===== src/hw/rtl/cell_luma_block_averager_core_assert.svh =====
`ifndef CELL_LUMA_BLOCK_AVERAGER_CORE_ASSERT_SVH
`define CELL_LUMA_BLOCK_AVERAGER_CORE_ASSERT_SVH

// same-cycle implication, sampled on clk_i, off while rst_ni is low
`define CLBA_ASSERT_IMP(name, ante, cons, msg) \
  name: assert property (@(posedge clk_i) disable iff (!rst_ni) (ante) |-> (cons)) \
    else $error(msg);

// next-cycle implication, sampled on clk_i, off while rst_ni is low
`define CLBA_ASSERT_NXT(name, ante, cons, msg) \
  name: assert property (@(posedge clk_i) disable iff (!rst_ni) (ante) |=> (cons)) \
    else $error(msg);

`endif


===== src/hw/rtl/clba_pkg.sv =====
package clba_pkg;

  localparam int unsigned REG_W     = 12;
  localparam int unsigned SUM_W     = 20;
  localparam int unsigned PX_W      = 2 * REG_W;
  localparam int unsigned IDX_W     = 6;
  localparam int unsigned LUMA_W    = 8;
  localparam int unsigned CFG_IDX_W = 1;

  localparam logic [CFG_IDX_W-1:0] REG_FRAME_WIDTH  = 1'b0;
  localparam logic [CFG_IDX_W-1:0] REG_FRAME_HEIGHT = 1'b1;

  localparam logic [REG_W-1:0] FRAME_WIDTH_RST  = 12'd1280;
  localparam logic [REG_W-1:0] FRAME_HEIGHT_RST = 12'd720;

  typedef struct packed {
    logic [LUMA_W-1:0] luma;
    logic              frame_start;
  } clba_in_t;

  typedef struct packed {
    logic [IDX_W-1:0]  cell_col;
    logic [IDX_W-1:0]  cell_row;
    logic [LUMA_W-1:0] mean_luma;
  } clba_out_t;

  // frame and cell geometry from the configuration unit
  typedef struct packed {
    logic             ready;
    logic [REG_W-1:0] frame_w;
    logic [REG_W-1:0] frame_h;
    logic [REG_W-1:0] cell_w;
    logic [REG_W-1:0] cell_h;
    logic [PX_W-1:0]  cell_px;
  } clba_geom_t;

  typedef struct packed {
    logic              valid;
    logic              clear;
    logic [IDX_W-1:0]  col;
    logic [IDX_W-1:0]  row;
    logic [LUMA_W-1:0] luma;
    logic              load;
    logic              emit;
  } clba_acc_req_t;

  typedef struct packed {
    logic             valid;
    logic [SUM_W-1:0] sum;
    logic [IDX_W-1:0] col;
    logic [IDX_W-1:0] row;
  } clba_div_req_t;

  typedef enum logic [1:0] {
    CFG_CALC,
    CFG_MUL,
    CFG_DONE
  } clba_cfg_state_e;

  typedef enum logic [1:0] {
    DIV_IDLE,
    DIV_RUN,
    DIV_HOLD
  } clba_div_state_e;

endpackage


===== src/hw/rtl/cell_luma_block_averager_core.sv =====
// Block-average downsampler for the luma plane of a camera frame.
// Input channel (in_valid_i/in_ready_o/in_data_i): one luma byte per item in
// raster order; frame_start on the first pixel of a frame restarts the grid.
// Output channel (out_valid_o/out_ready_i/out_data_o): one item per finished
// cell with its grid column, grid row and truncated mean luma.
// Config channel (cfg_valid_i/cfg_ready_o/cfg_index_i/cfg_data_i): index 0
// is the frame width, index 1 the frame height; always ready.
// Throughput: one pixel per cycle. A pixel that closes a cell is held off
// while the divider is still busy with the previous cell; the divider
// produces one quotient bit per cycle over the 20-bit sum.
// A cell result is offered once its last pixel has passed the column sum
// read-modify-write register, the divider load and the 20 divider steps.
// Reset and every register write recompute the cell size by reciprocal
// multiplication and then the cell area: the input is not ready until both
// are registered.
// A stalled receiver keeps the result in the divider's output register;
// pixels keep flowing until the next cell-closing pixel.
`include "cell_luma_block_averager_core_assert.svh"

module cell_luma_block_averager_core #(
  parameter int unsigned GRID_COLS = 64,
  parameter int unsigned GRID_ROWS = 36
) (
  input  logic                               clk_i,
  input  logic                               rst_ni,
  input  logic                               in_valid_i,
  output logic                               in_ready_o,
  input  clba_pkg::clba_in_t                 in_data_i,
  output logic                               out_valid_o,
  input  logic                               out_ready_i,
  output clba_pkg::clba_out_t                out_data_o,
  input  logic                               cfg_valid_i,
  output logic                               cfg_ready_o,
  input  logic [clba_pkg::CFG_IDX_W-1:0]     cfg_index_i,
  input  logic [clba_pkg::REG_W-1:0]         cfg_data_i
);
  import clba_pkg::*;

  localparam int unsigned GC_W = $clog2(GRID_COLS + 1);
  localparam int unsigned GR_W = $clog2(GRID_ROWS + 1);
  localparam logic [GC_W-1:0] COL_LIMIT = GC_W'(GRID_COLS);
  localparam logic [GR_W-1:0] ROW_LIMIT = GR_W'(GRID_ROWS);

  clba_geom_t    geom;
  clba_acc_req_t acc_req;
  clba_div_req_t div_req;
  logic          div_busy;
  logic          accept;

  logic [REG_W-1:0] pixel_x_q, pixel_x_d, pixel_y_q, pixel_y_d;
  logic [REG_W-1:0] x_in_cell_q, x_in_cell_d, y_in_cell_q, y_in_cell_d;
  logic [GC_W-1:0]  grid_col_q, grid_col_d;
  logic [GR_W-1:0]  grid_row_q, grid_row_d;

  logic [REG_W-1:0] px, py, xc, yc;
  logic [GC_W-1:0]  gc;
  logic [GR_W-1:0]  gr;
  logic [REG_W:0]   px_inc, py_inc, xc_inc, yc_inc;
  logic             active, load0, emit0;

  // frame start puts the pixel at the origin before it is used
  always_comb begin
    px = in_data_i.frame_start ? '0 : pixel_x_q;
    py = in_data_i.frame_start ? '0 : pixel_y_q;
    xc = in_data_i.frame_start ? '0 : x_in_cell_q;
    yc = in_data_i.frame_start ? '0 : y_in_cell_q;
    gc = in_data_i.frame_start ? '0 : grid_col_q;
    gr = in_data_i.frame_start ? '0 : grid_row_q;

    active = (geom.cell_w != '0) && (geom.cell_h != '0) &&
             (gc < COL_LIMIT) && (gr < ROW_LIMIT);
    load0  = (xc == '0) && (yc == '0);
    emit0  = active && (xc == geom.cell_w - 1'b1) && (yc == geom.cell_h - 1'b1);

    px_inc = {1'b0, px} + 1'b1;
    py_inc = {1'b0, py} + 1'b1;
    xc_inc = {1'b0, xc} + 1'b1;
    yc_inc = {1'b0, yc} + 1'b1;

    pixel_x_d   = px_inc[REG_W-1:0];
    pixel_y_d   = py;
    x_in_cell_d = xc_inc[REG_W-1:0];
    y_in_cell_d = yc;
    grid_col_d  = gc;
    grid_row_d  = gr;

    if (xc_inc >= {1'b0, geom.cell_w}) begin
      x_in_cell_d = '0;
      if (gc < COL_LIMIT) begin
        grid_col_d = gc + 1'b1;
      end
    end
    // end of line
    if (px_inc >= {1'b0, geom.frame_w}) begin
      pixel_x_d   = '0;
      x_in_cell_d = '0;
      grid_col_d  = '0;
      pixel_y_d   = py_inc[REG_W-1:0];
      y_in_cell_d = yc_inc[REG_W-1:0];
      if (yc_inc >= {1'b0, geom.cell_h}) begin
        y_in_cell_d = '0;
        if (gr < ROW_LIMIT) begin
          grid_row_d = gr + 1'b1;
        end
      end
      // end of frame wraps to the origin
      if (py_inc >= {1'b0, geom.frame_h}) begin
        pixel_y_d   = '0;
        y_in_cell_d = '0;
        grid_row_d  = '0;
      end
    end
  end

  assign in_ready_o  = geom.ready && !(emit0 && (div_busy || div_req.valid));
  assign accept      = in_valid_i && in_ready_o;
  assign cfg_ready_o = 1'b1;

  always_ff @(posedge clk_i or negedge rst_ni) begin
    if (!rst_ni) begin
      pixel_x_q   <= '0;
      pixel_y_q   <= '0;
      x_in_cell_q <= '0;
      y_in_cell_q <= '0;
      grid_col_q  <= '0;
      grid_row_q  <= '0;
    end else if (accept) begin
      pixel_x_q   <= pixel_x_d;
      pixel_y_q   <= pixel_y_d;
      x_in_cell_q <= x_in_cell_d;
      y_in_cell_q <= y_in_cell_d;
      grid_col_q  <= grid_col_d;
      grid_row_q  <= grid_row_d;
    end
  end

  assign acc_req.valid = accept && active;
  assign acc_req.clear = accept && in_data_i.frame_start;
  assign acc_req.col   = IDX_W'(gc);
  assign acc_req.row   = IDX_W'(gr);
  assign acc_req.luma  = in_data_i.luma;
  assign acc_req.load  = load0;
  assign acc_req.emit  = emit0;

  clba_cfg #(
    .GRID_COLS(GRID_COLS),
    .GRID_ROWS(GRID_ROWS)
  ) u_cfg (
    .clk_i      (clk_i),
    .rst_ni     (rst_ni),
    .cfg_valid_i(cfg_valid_i),
    .cfg_index_i(cfg_index_i),
    .cfg_data_i (cfg_data_i),
    .geom_o     (geom)
  );

  clba_acc #(
    .GRID_COLS(GRID_COLS)
  ) u_acc (
    .clk_i    (clk_i),
    .rst_ni   (rst_ni),
    .req_i    (acc_req),
    .div_req_o(div_req)
  );

  clba_div u_div (
    .clk_i      (clk_i),
    .rst_ni     (rst_ni),
    .req_i      (div_req),
    .divisor_i  (geom.cell_px),
    .busy_o     (div_busy),
    .out_valid_o(out_valid_o),
    .out_ready_i(out_ready_i),
    .out_data_o (out_data_o)
  );

  `CLBA_ASSERT_IMP(a_emit_div_free, accept && emit0, !div_busy && !div_req.valid, "cell closed while divider engaged")
  `CLBA_ASSERT_IMP(a_div_start_idle, div_req.valid, !div_busy, "divider started while busy")
  `CLBA_ASSERT_NXT(a_cfg_recalc, cfg_valid_i, !in_ready_o, "input ready during cell size recalculation")

endmodule


===== src/hw/rtl/clba_cfg.sv =====
module clba_cfg #(
  parameter int unsigned GRID_COLS = 64,
  parameter int unsigned GRID_ROWS = 36
) (
  input  logic                               clk_i,
  input  logic                               rst_ni,
  input  logic                               cfg_valid_i,
  input  logic [clba_pkg::CFG_IDX_W-1:0]     cfg_index_i,
  input  logic [clba_pkg::REG_W-1:0]         cfg_data_i,
  output clba_pkg::clba_geom_t               geom_o
);
  import clba_pkg::*;

  // cell size by reciprocal multiplication, exact over the full register range
  localparam int unsigned SH_W   = REG_W + $clog2(GRID_COLS);
  localparam int unsigned SH_H   = REG_W + $clog2(GRID_ROWS);
  localparam int unsigned RCP_W  = REG_W + 2;
  localparam int unsigned PROD_W = REG_W + RCP_W;
  localparam logic [RCP_W-1:0] RCP_COLS =
    RCP_W'(((1 << SH_W) + GRID_COLS - 1) / GRID_COLS);
  localparam logic [RCP_W-1:0] RCP_ROWS =
    RCP_W'(((1 << SH_H) + GRID_ROWS - 1) / GRID_ROWS);

  clba_cfg_state_e   state_q, state_d;
  logic [REG_W-1:0]  fw_q, fw_d, fh_q, fh_d;
  logic [REG_W-1:0]  cw_q, ch_q;
  logic [PX_W-1:0]   px_q;
  logic [PROD_W-1:0] prod_w, prod_h;

  assign prod_w = PROD_W'(fw_q) * PROD_W'(RCP_COLS);
  assign prod_h = PROD_W'(fh_q) * PROD_W'(RCP_ROWS);

  always_comb begin
    state_d = state_q;
    fw_d    = fw_q;
    fh_d    = fh_q;
    case (state_q)
      CFG_CALC: begin
        state_d = CFG_MUL;
      end
      CFG_MUL: begin
        state_d = CFG_DONE;
      end
      CFG_DONE: begin
        state_d = CFG_DONE;
      end
      default: begin
        state_d = CFG_CALC;
      end
    endcase
    // a register write restarts the cell size calculation
    if (cfg_valid_i) begin
      if (cfg_index_i == REG_FRAME_WIDTH) begin
        fw_d = cfg_data_i;
      end else if (cfg_index_i == REG_FRAME_HEIGHT) begin
        fh_d = cfg_data_i;
      end
      state_d = CFG_CALC;
    end
  end

  always_ff @(posedge clk_i or negedge rst_ni) begin
    if (!rst_ni) begin
      state_q <= CFG_CALC;
      fw_q    <= FRAME_WIDTH_RST;
      fh_q    <= FRAME_HEIGHT_RST;
    end else begin
      state_q <= state_d;
      fw_q    <= fw_d;
      fh_q    <= fh_d;
    end
  end

  always_ff @(posedge clk_i) begin
    if (state_q == CFG_CALC) begin
      cw_q <= REG_W'(prod_w >> SH_W);
      ch_q <= REG_W'(prod_h >> SH_H);
    end
    if (state_q == CFG_MUL) begin
      px_q <= PX_W'(cw_q) * PX_W'(ch_q);
    end
  end

  assign geom_o.ready   = (state_q == CFG_DONE);
  assign geom_o.frame_w = fw_q;
  assign geom_o.frame_h = fh_q;
  assign geom_o.cell_w  = cw_q;
  assign geom_o.cell_h  = ch_q;
  assign geom_o.cell_px = px_q;

endmodule


===== src/hw/rtl/clba_acc.sv =====
module clba_acc #(
  parameter int unsigned GRID_COLS = 64
) (
  input  logic                    clk_i,
  input  logic                    rst_ni,
  input  clba_pkg::clba_acc_req_t req_i,
  output clba_pkg::clba_div_req_t div_req_o
);
  import clba_pkg::*;

  localparam int unsigned AW = (GRID_COLS > 1) ? $clog2(GRID_COLS) : 1;

  logic [SUM_W-1:0]  mem_q [GRID_COLS];
  logic [SUM_W-1:0]  rdata_q;
  logic [GRID_COLS-1:0] vld_q;

  logic              s1_valid_q;
  logic [IDX_W-1:0]  s1_col_q, s1_row_q;
  logic [LUMA_W-1:0] s1_luma_q;
  logic              s1_load_q, s1_emit_q;

  logic              fwd_valid_q;
  logic [AW-1:0]     fwd_col_q;
  logic [SUM_W-1:0]  fwd_sum_q;

  logic [AW-1:0]     rd_addr, wr_addr;
  logic              fwd_hit;
  logic [SUM_W-1:0]  base, sum;

  assign rd_addr = req_i.col[AW-1:0];
  assign wr_addr = s1_col_q[AW-1:0];

  // the write of the previous cycle is not yet in the read data
  assign fwd_hit = fwd_valid_q && (fwd_col_q == wr_addr);

  always_comb begin
    if (s1_load_q) begin
      base = '0;
    end else if (fwd_hit) begin
      base = fwd_sum_q;
    end else if (vld_q[wr_addr]) begin
      base = rdata_q;
    end else begin
      base = '0;
    end
    sum = base + SUM_W'(s1_luma_q);
  end

  always_ff @(posedge clk_i) begin
    if (req_i.valid) begin
      rdata_q <= mem_q[rd_addr];
    end
    if (s1_valid_q) begin
      mem_q[wr_addr] <= sum;
    end
  end

  // an entry not written since the frame began reads as zero
  always_ff @(posedge clk_i or negedge rst_ni) begin
    if (!rst_ni) begin
      vld_q       <= '0;
      s1_valid_q  <= 1'b0;
      fwd_valid_q <= 1'b0;
    end else begin
      if (req_i.clear) begin
        vld_q <= '0;
      end else if (s1_valid_q) begin
        vld_q[wr_addr] <= 1'b1;
      end
      s1_valid_q  <= req_i.valid;
      fwd_valid_q <= s1_valid_q;
    end
  end

  always_ff @(posedge clk_i) begin
    if (req_i.valid) begin
      s1_col_q  <= req_i.col;
      s1_row_q  <= req_i.row;
      s1_luma_q <= req_i.luma;
      s1_load_q <= req_i.load;
      s1_emit_q <= req_i.emit;
    end
    fwd_col_q <= wr_addr;
    fwd_sum_q <= sum;
  end

  assign div_req_o.valid = s1_valid_q && s1_emit_q;
  assign div_req_o.sum   = sum;
  assign div_req_o.col   = s1_col_q;
  assign div_req_o.row   = s1_row_q;

endmodule


===== src/hw/rtl/clba_div.sv =====
module clba_div (
  input  logic                        clk_i,
  input  logic                        rst_ni,
  input  clba_pkg::clba_div_req_t     req_i,
  input  logic [clba_pkg::PX_W-1:0]   divisor_i,
  output logic                        busy_o,
  output logic                        out_valid_o,
  input  logic                        out_ready_i,
  output clba_pkg::clba_out_t         out_data_o
);
  import clba_pkg::*;

  localparam int unsigned STEP_W = $clog2(SUM_W);
  localparam logic [STEP_W-1:0] LAST_STEP = STEP_W'(SUM_W - 1);

  clba_div_state_e   state_q, state_d;
  logic [STEP_W-1:0] cnt_q, cnt_d;
  logic [SUM_W-1:0]  quo_q;
  logic [PX_W-1:0]   rem_q, dvs_q;
  logic [IDX_W-1:0]  col_q, row_q;
  logic [PX_W:0]     trial, diff;
  logic              ge;

  // partial remainder stays below the divisor, so one more bit is enough
  assign trial = {rem_q, quo_q[SUM_W-1]};
  assign diff  = trial - {1'b0, dvs_q};
  assign ge    = trial >= {1'b0, dvs_q};

  always_comb begin
    state_d = state_q;
    cnt_d   = cnt_q;
    case (state_q)
      DIV_IDLE: begin
        cnt_d = '0;
        if (req_i.valid) begin
          state_d = DIV_RUN;
        end
      end
      DIV_RUN: begin
        cnt_d = cnt_q + 1'b1;
        if (cnt_q == LAST_STEP) begin
          state_d = DIV_HOLD;
        end
      end
      DIV_HOLD: begin
        if (out_ready_i) begin
          state_d = DIV_IDLE;
        end
      end
      default: begin
        state_d = DIV_IDLE;
      end
    endcase
  end

  always_ff @(posedge clk_i or negedge rst_ni) begin
    if (!rst_ni) begin
      state_q <= DIV_IDLE;
      cnt_q   <= '0;
    end else begin
      state_q <= state_d;
      cnt_q   <= cnt_d;
    end
  end

  always_ff @(posedge clk_i) begin
    if (state_q == DIV_IDLE && req_i.valid) begin
      quo_q <= req_i.sum;
      rem_q <= '0;
      dvs_q <= divisor_i;
      col_q <= req_i.col;
      row_q <= req_i.row;
    end else if (state_q == DIV_RUN) begin
      quo_q <= {quo_q[SUM_W-2:0], ge};
      rem_q <= ge ? diff[PX_W-1:0] : trial[PX_W-1:0];
    end
  end

  assign busy_o               = (state_q != DIV_IDLE);
  assign out_valid_o          = (state_q == DIV_HOLD);
  assign out_data_o.cell_col  = col_q;
  assign out_data_o.cell_row  = row_q;
  assign out_data_o.mean_luma = quo_q[LUMA_W-1:0];

endmodule

===== config.mk =====
export PLATFORM = sky130hd
export DESIGN_NAME = cell_luma_block_averager_core
export DESIGN_NICKNAME = d
export VERILOG_FILES = /design/src/hw/rtl/clba_pkg.sv /design/src/hw/rtl/cell_luma_block_averager_core.sv /design/src/hw/rtl/clba_cfg.sv /design/src/hw/rtl/clba_acc.sv /design/src/hw/rtl/clba_div.sv
export VERILOG_INCLUDE_DIRS = /design/src /design/src/hw/rtl
export SDC_FILE = /design/constraint.sdc
export NUM_CORES = 2
export LEC_CHECK = 0
export BUFFER_PORTS_ARGS = -buffer_cell sky130_fd_sc_hd__buf_2
export CORE_AREA = 10 10 455 280
export DETAILED_ROUTE_END_ITERATION = 12
export DIE_AREA = 0 0 465 290
export GPL_TIMING_DRIVEN = 0
export PLACE_DENSITY = 0.77
export SYNTH_ARGS = -nofsm -noshare
export SYNTH_HDL_FRONTEND = slang
export SYNTH_HIERARCHICAL = 1
export SYNTH_SLANG_ARGS = --single-unit
export TNS_END_PERCENT = 1

===== constraint.sdc =====
create_clock -name clk_i -period 8.5 [get_ports clk_i]
set_clock_uncertainty 0.15 [all_clocks]
set_input_delay 0.85 -clock clk_i [delete_from_list [all_inputs] [get_ports clk_i]]
set_output_delay 0.85 -clock clk_i [all_outputs]
set_load 0.1 [all_outputs]

**Yosys cells after proc, flatten, opt, wreduce, memory -nomap -nowiden**

Memory sizes are Yosys's and may differ from the RTL's. A register that Yosys moved wholly into a read port is not among the register bits.
Cells that the tools add are included.

- Bitwise operators: 2
- Order comparisons: 9
- Reduce and logical (&&, ||, !) cells: 31
- Equality and inequality tests: 11
- Add/subtract/negate cells: 11
- Multiply operators: 2
- Muxes and demuxes: 42

Operator list:

| operator | number |
|---|---|
| $mux 12 | 12 |
| $mux 64 | 2 |
| $mux 20 | 5 |
| $or 64x64->64 | 1 |
| $add 12x1->13 const B | 4 |
| $mux 6 | 5 |
| $mux 7 | 4 |
| $ge 13x12->1 | 2 |
| $ge 25x24->1 | 1 |
| $eq 12x12->1 | 2 |
| $logic_not 12->1 | 2 |
| $mul 12x12->24 const B | 1 |
| $mux 24 | 1 |
| $reduce_bool 12->1 | 2 |
| $sub 24x24->24 | 1 |
| $add 20x8->20 | 1 |
| $logic_and 1x1->1 | 15 |
| $ge 13x6->1 | 1 |
| $ge 13x7->1 | 1 |
| $mul 6x7->13 | 1 |
| $pmux 5 s2 | 1 |
| $mux 2 | 4 |
| $reduce_bool 2->1 | 4 |
| $sub 7x1->8 const B | 1 |
| other kinds (26) | 34 |

- Logic and storage cells: 138
- Output and inout bits: 23
- Flip-flop bits (word level): 325
- Memories: 1
- Input port bits: 27
- Memory bits (writable): 1280

Memory list:

| memory | depth | width | read ports | clocked after Yosys merged registers in | write ports | RTL line | source |
|---|---|---|---|---|---|---|---|
| u_acc.mem_q | 64 | 20 | 1 | 1 | 1 | clba_acc.sv:13 | `logic [SUM_W-1:0] mem_q [GRID_COLS];` |

**Longest topological paths before layout**

- Depth after elaboration: 12
- Mapped depth: 25
- Gate-level depth less buffers: 21

**Hierarchy**

Netlist, hierarchy kept.

By module, submodules not included:

| module | sequential area each (um^2) | area an instance (um^2) | cells each | times used |
|---|---|---|---|---|
| clba_acc | 41870.2 | 54335.9 | 2379 | 1 |
| cell_luma_block_averager_core | 1526.5 | 6586.3 | 826 | 1 |
| clba_cfg | 1438.9 | 5266.3 | 479 | 1 |
| clba_div | 2337.2 | 4737.0 | 428 | 1 |

**Worst setup path before layout**

No wires, ideal clock.

- Path type: register -> register
- Start: reg u_acc.s1_col_q[0]
- End: mem u_acc.mem_q[0][13], data pin
- Clock period less this slack: 7.175 ns
- Path slack: 1.325 ns
- Setup time: 0.694 ns
- Path buffers: 2
- Stages on the path, launching flop included: 21
- Data required time: 7.656 ns
- Arrival: 6.331 ns
- Cells stage by stage: edfxtp_1 buf_6 mux4_2 mux2i_1 nor2_1 nor4_2 nand4_2 buf_6 nor2b_4 a22oi_1 or2_1 inv_1 ha_1 a21o_1 a21oi_1 o21ai_0 o211a_1 o31a_1 o221ai_2 nor4_4 nor3_1

RTL lines:

| element | RTL line | source |
|---|---|---|
| start, declared | clba_acc.sv:18 | `logic [IDX_W-1:0] s1_col_q, s1_row_q;` |
| start signal, assigned | clba_acc.sv:77 | `s1_col_q <= req_i.col;` |
| end, declared | clba_acc.sv:13 |  |

==> reports/results.tsv <==
stage	metric	value	unit
run_status	status	finished clean	
global_routing	met1 usage	42.52	%
routing	post-DR wirelength/cell	30.54	microns
critical_path	CP Data Required Time	8950	ps
timing	setup ws final	394.4	ps
cts	CTS H-tree lvls	4	
routing	DRC Markers	0	
logic_synthesis	synth unique cells	109	
timing	Tmin final	8106	ps
floorplanning	core area	0.1186	sq mm
routing	Post-DRT Antenna Nets	0	
timing	Setup Viol. Count Final	0	
timing	transition time at the pin with the least slew margin	1481	ps
cts	Clock transition at path regs	70	ps
cts	cts bufs inserted	141	
critical_path	CP most frequent cell	buf_2	
routing	first drt pass iteration count	6	
routing	initial DRC count	5974	
finish	Fill cells	7511	
routing	vias per cell	6.706	
logic_synthesis	synthesized instance count	4112	
worst_hold_path	hold path start	in_data_i[7]	
timing	Tcrit/Tclk final	95.36	%
place	IO Port Bufs	48	
global_routing	Tot GR Track Use	27.72	%
finish	Finished Core Util	67.71	%
critical_path	Worst path max stage delay	900	ps
critical_path	Startpoint Class	register	
cts	Root Buffer Master	clkbuf_16	
finish	FF+latch area	0.04717	sq mm
routing	final wirelength	188400	microns
global_routing	vias in the first global route	40158	
finish	# nets final	4707	
critical_path	Worst R2R End	u_acc/mem_q[50][16]$_DFFE_PP_	
place	pre-CTS WS	346.1	ps
critical_path	slowest cell on the critical path	xnor2_2	
worst_hold_path	worst min-delay path class	primary input to register	
cts	Clk Latency, worst-skew pair	780	ps
cts	CTS max path bufs	3	
logic_synthesis	Yosys top cell by area	edfxtp_1	
pwr	Overall Power	21.48	mW
floorplanning	die area	0.1349	sq mm
global_routing	GR Util met3	9.373	%
logic_synthesis	Synth top area share	59.44	%
job	Max-Cap Viols	0	
finish	Area Growth Syn to Fin	13.20	%
place	gpl congestion	0.9525	
logic_synthesis	count leader, synth	edfxtp_1	
floorplanning	Die Ht	290	microns
worst_hold_path	Worst Hold Endpoint	u_acc/s1_luma_q[6]$_DFFE_PP_	
critical_path	crit path DAT	8560	ps
floorplanning	initial core utilization	59.82	%
critical_path	critical path, cell by cell	buf_2 > xnor2_1 > nand4_1 > nor4_4 > buf_2 > buf_4 > buf_2 > a22oi_1 > nor2_1 > ha_2 > inv_1 > fa_1 > nor2b_1 > o21ai_0 > a21boi_0 > o21ai_0 > a21oi_1 > a31o_1 > nor4b_4 > nand3b_1 > xnor2_2 > buf_8 > buf_8	
critical_path	FF-to-FF Start	u_acc/s1_col_q[2]$_DFFE_PP_	
logic_synthesis	Area contributors post-synth	edfxtp_1 (59%), mux4_2 (13%), dfrtp_1 (5.4%)	
global_routing	grt peak-use layer	met1	
timing	RSZ-0062 raised after global routing	false	
timing	Hold Slack	107.7	ps
floorplanning	Ports	50	
finish	share of layout cells above drive strength 1	23.62	%
place	dpl hpwl	128200	microns
logic_synthesis	Primary FF master, synth	edfxtp_1	
critical_path	Worst R2R Setup Slack	390	ps
global_routing	met2 track utilization from global routing	38.17	%
logic_synthesis	top cells by instance count after synthesis	edfxtp_1 (1,404), mux4_2 (423), nor2_1 (286)	
floorplanning	die width	465	microns
logic_synthesis	synthesized area per cell	17.25	sq um
worst_hold_path	WHS Path Cells	1	
critical_path	worst reg-to-reg path cell count	23	
critical_path	crit-path max FO	20	
timing	Final Hold Fails	0	
finish	Multi-input gate area	0.02228	sq mm
timing	Max Fclk	0.1234	GHz
logic_synthesis	Synth Register Bits	1614	
floorplanning	FP Rows	98	
logic_synthesis	Post-Syn Area	0.07093	sq mm
cts	# resized after CTS	0	
global_routing	largest net degree at the start of global routing	117	
critical_path	Setup CP Type	register to register	
timing	max_slew headroom	1.266	%
logic_synthesis	Seq/Total Area, Yosys	66.51	%
pwr	P_leak	27.63	nW
cts	CTS tree	yes	
routing	vias after detailed routing	41362	
cts	Clock Sinks	1614	
logic_synthesis	asr flop ratio synth	9.913	%
timing	Slew Limit Fails	0	
logic_synthesis	Syn. warnings	6	
global_routing	first-pass GRT wire length	277200	microns
global_routing	initial antenna violation count	21	
pwr	VDD IR max	0.9373	mV
pwr	pwr dens	267.6	mW/mm^2
global_routing	grt ovf	0	
logic_synthesis	number of enable flip-flop cells after synthesis	1404	
critical_path	Worst setup EP type	register	
==> state kept, by name, indices dropped and copies added, names as in the netlist, 13 cells and up <==
name             flops
u_div/dvs_q         24
u_cfg/px_q          13
u_acc/vld_q         64
u_div/quo_q         20
u_div/rem_q         24
u_acc/mem_q       1280
u_acc/rdata_q       20
u_acc/fwd_sum_q     20
==> power by group <==
group	internal, mW	leakage (nW)	switching [mW]
registers	9.37	15.3	0.379
logic	2.02	10.0	3.18
clock network	3.62	2.27	2.91
==> metrics by stage <==
step                      cell area [sq um]  TNS (ps)  instances
after floorplan                       71000         0       4133
after global placement                73250  -1405430       5781
after detailed placement              75600         0       5895
after CTS                             80250         0       6158
after global routing                  80260         0       6160
final                                 80280         0       6168
==> timing repair <==
item / 4_1_cts / 5_1_grt
endpoints found under the hold margin: 38 / 0
setup buffers: 0 / 0
hold buffers: 1 / 0
==> layout by cell type, fill, tap and decap left out, drive strengths merged, types with 48 or more instances in the layout <==
cell type	instances
nor2b	62
xnor2	72
clkinv	49
nor2	286
a21oi	72
mux2	51
buf	273
nand3	64
fa	51
o21ai	115
inv	206
xor2	48
dfrtp	154
ha	189
edfxtp	1404
clkbuf	300
mux4	424
nand2	142
dfxtp	50
==> layout make-up <==
cell class	count	share of cell area, %
Sequential cell	1614	58.76
Buffer	222	1.448
Clock buffer	188	4.953
Tap cell	1600	2.494
Inverter	196	0.9164
Antenna cell	9	0.02805
Multi-Input combinational cell	2101	27.75
Timing Repair Buffer	164	2.840
Clock inverter	74	0.8197
==> logic make-up (layout without fill, tap and decap cells) <==
kind of cell	Yosys count	in the layout	synth area share (%)
flops	1614	1614	66.51
buf+inv	418	844	2.674
xor+xnor	123	123	1.588
fa+ha+maj	240	240	4.774
mux	509	509	14.76
simple gates	774	774	5.458
compound gates	432	432	4.222
other cells	2	32	0.01059
==> per-layer routing <==
layer,up-vias,wire [microns]
met1,21272,75640
met4,12,4739
met5,-,161
li1,16766,-
met3,387,27920
met2,2925,79910
==> worst max-delay path, delay by kind of cell, from the launching register on <==
| kind | cells | cell delay, ps |
|---|---|---|
| and+or+nand+nor | 6 | 1950 |
| xor gates and xnor gates | 2 | 1060 |
| buffers and inverters | 7 | 1820 |
| AOI/OAI and AO/OA | 6 | 1720 |
| DFF | 1 | 560 |
| adders and majority gates | 2 | 620 |
==> worst max-delay path by stage <==
stage                                 from                            end  slack [ps]  cells past startpoint
2_1_floorplan  u_acc/s1_col_q[0]$_DFFE_PP_   u_acc/mem_q[0][13]$_DFFE_PP_        1330                     20
4_1_cts        u_acc/s1_col_q[2]$_DFFE_PP_  u_acc/mem_q[53][16]$_DFFE_PP_         700                     23
5_1_grt        u_acc/s1_col_q[2]$_DFFE_PP_  u_acc/mem_q[50][16]$_DFFE_PP_          90                     23
3_5_place_dp                  in_data_i[0]     y_in_cell_q[9]$_DFFE_PN0P_         350                     24
6_report       u_acc/s1_col_q[2]$_DFFE_PP_  u_acc/mem_q[50][16]$_DFFE_PP_         390                     23
3_3_place_gp   u_acc/s1_col_q[2]$_DFFE_PP_  u_acc/mem_q[52][13]$_DFFE_PP_       -3160                     20
Power figures use the tool's default switching activity.
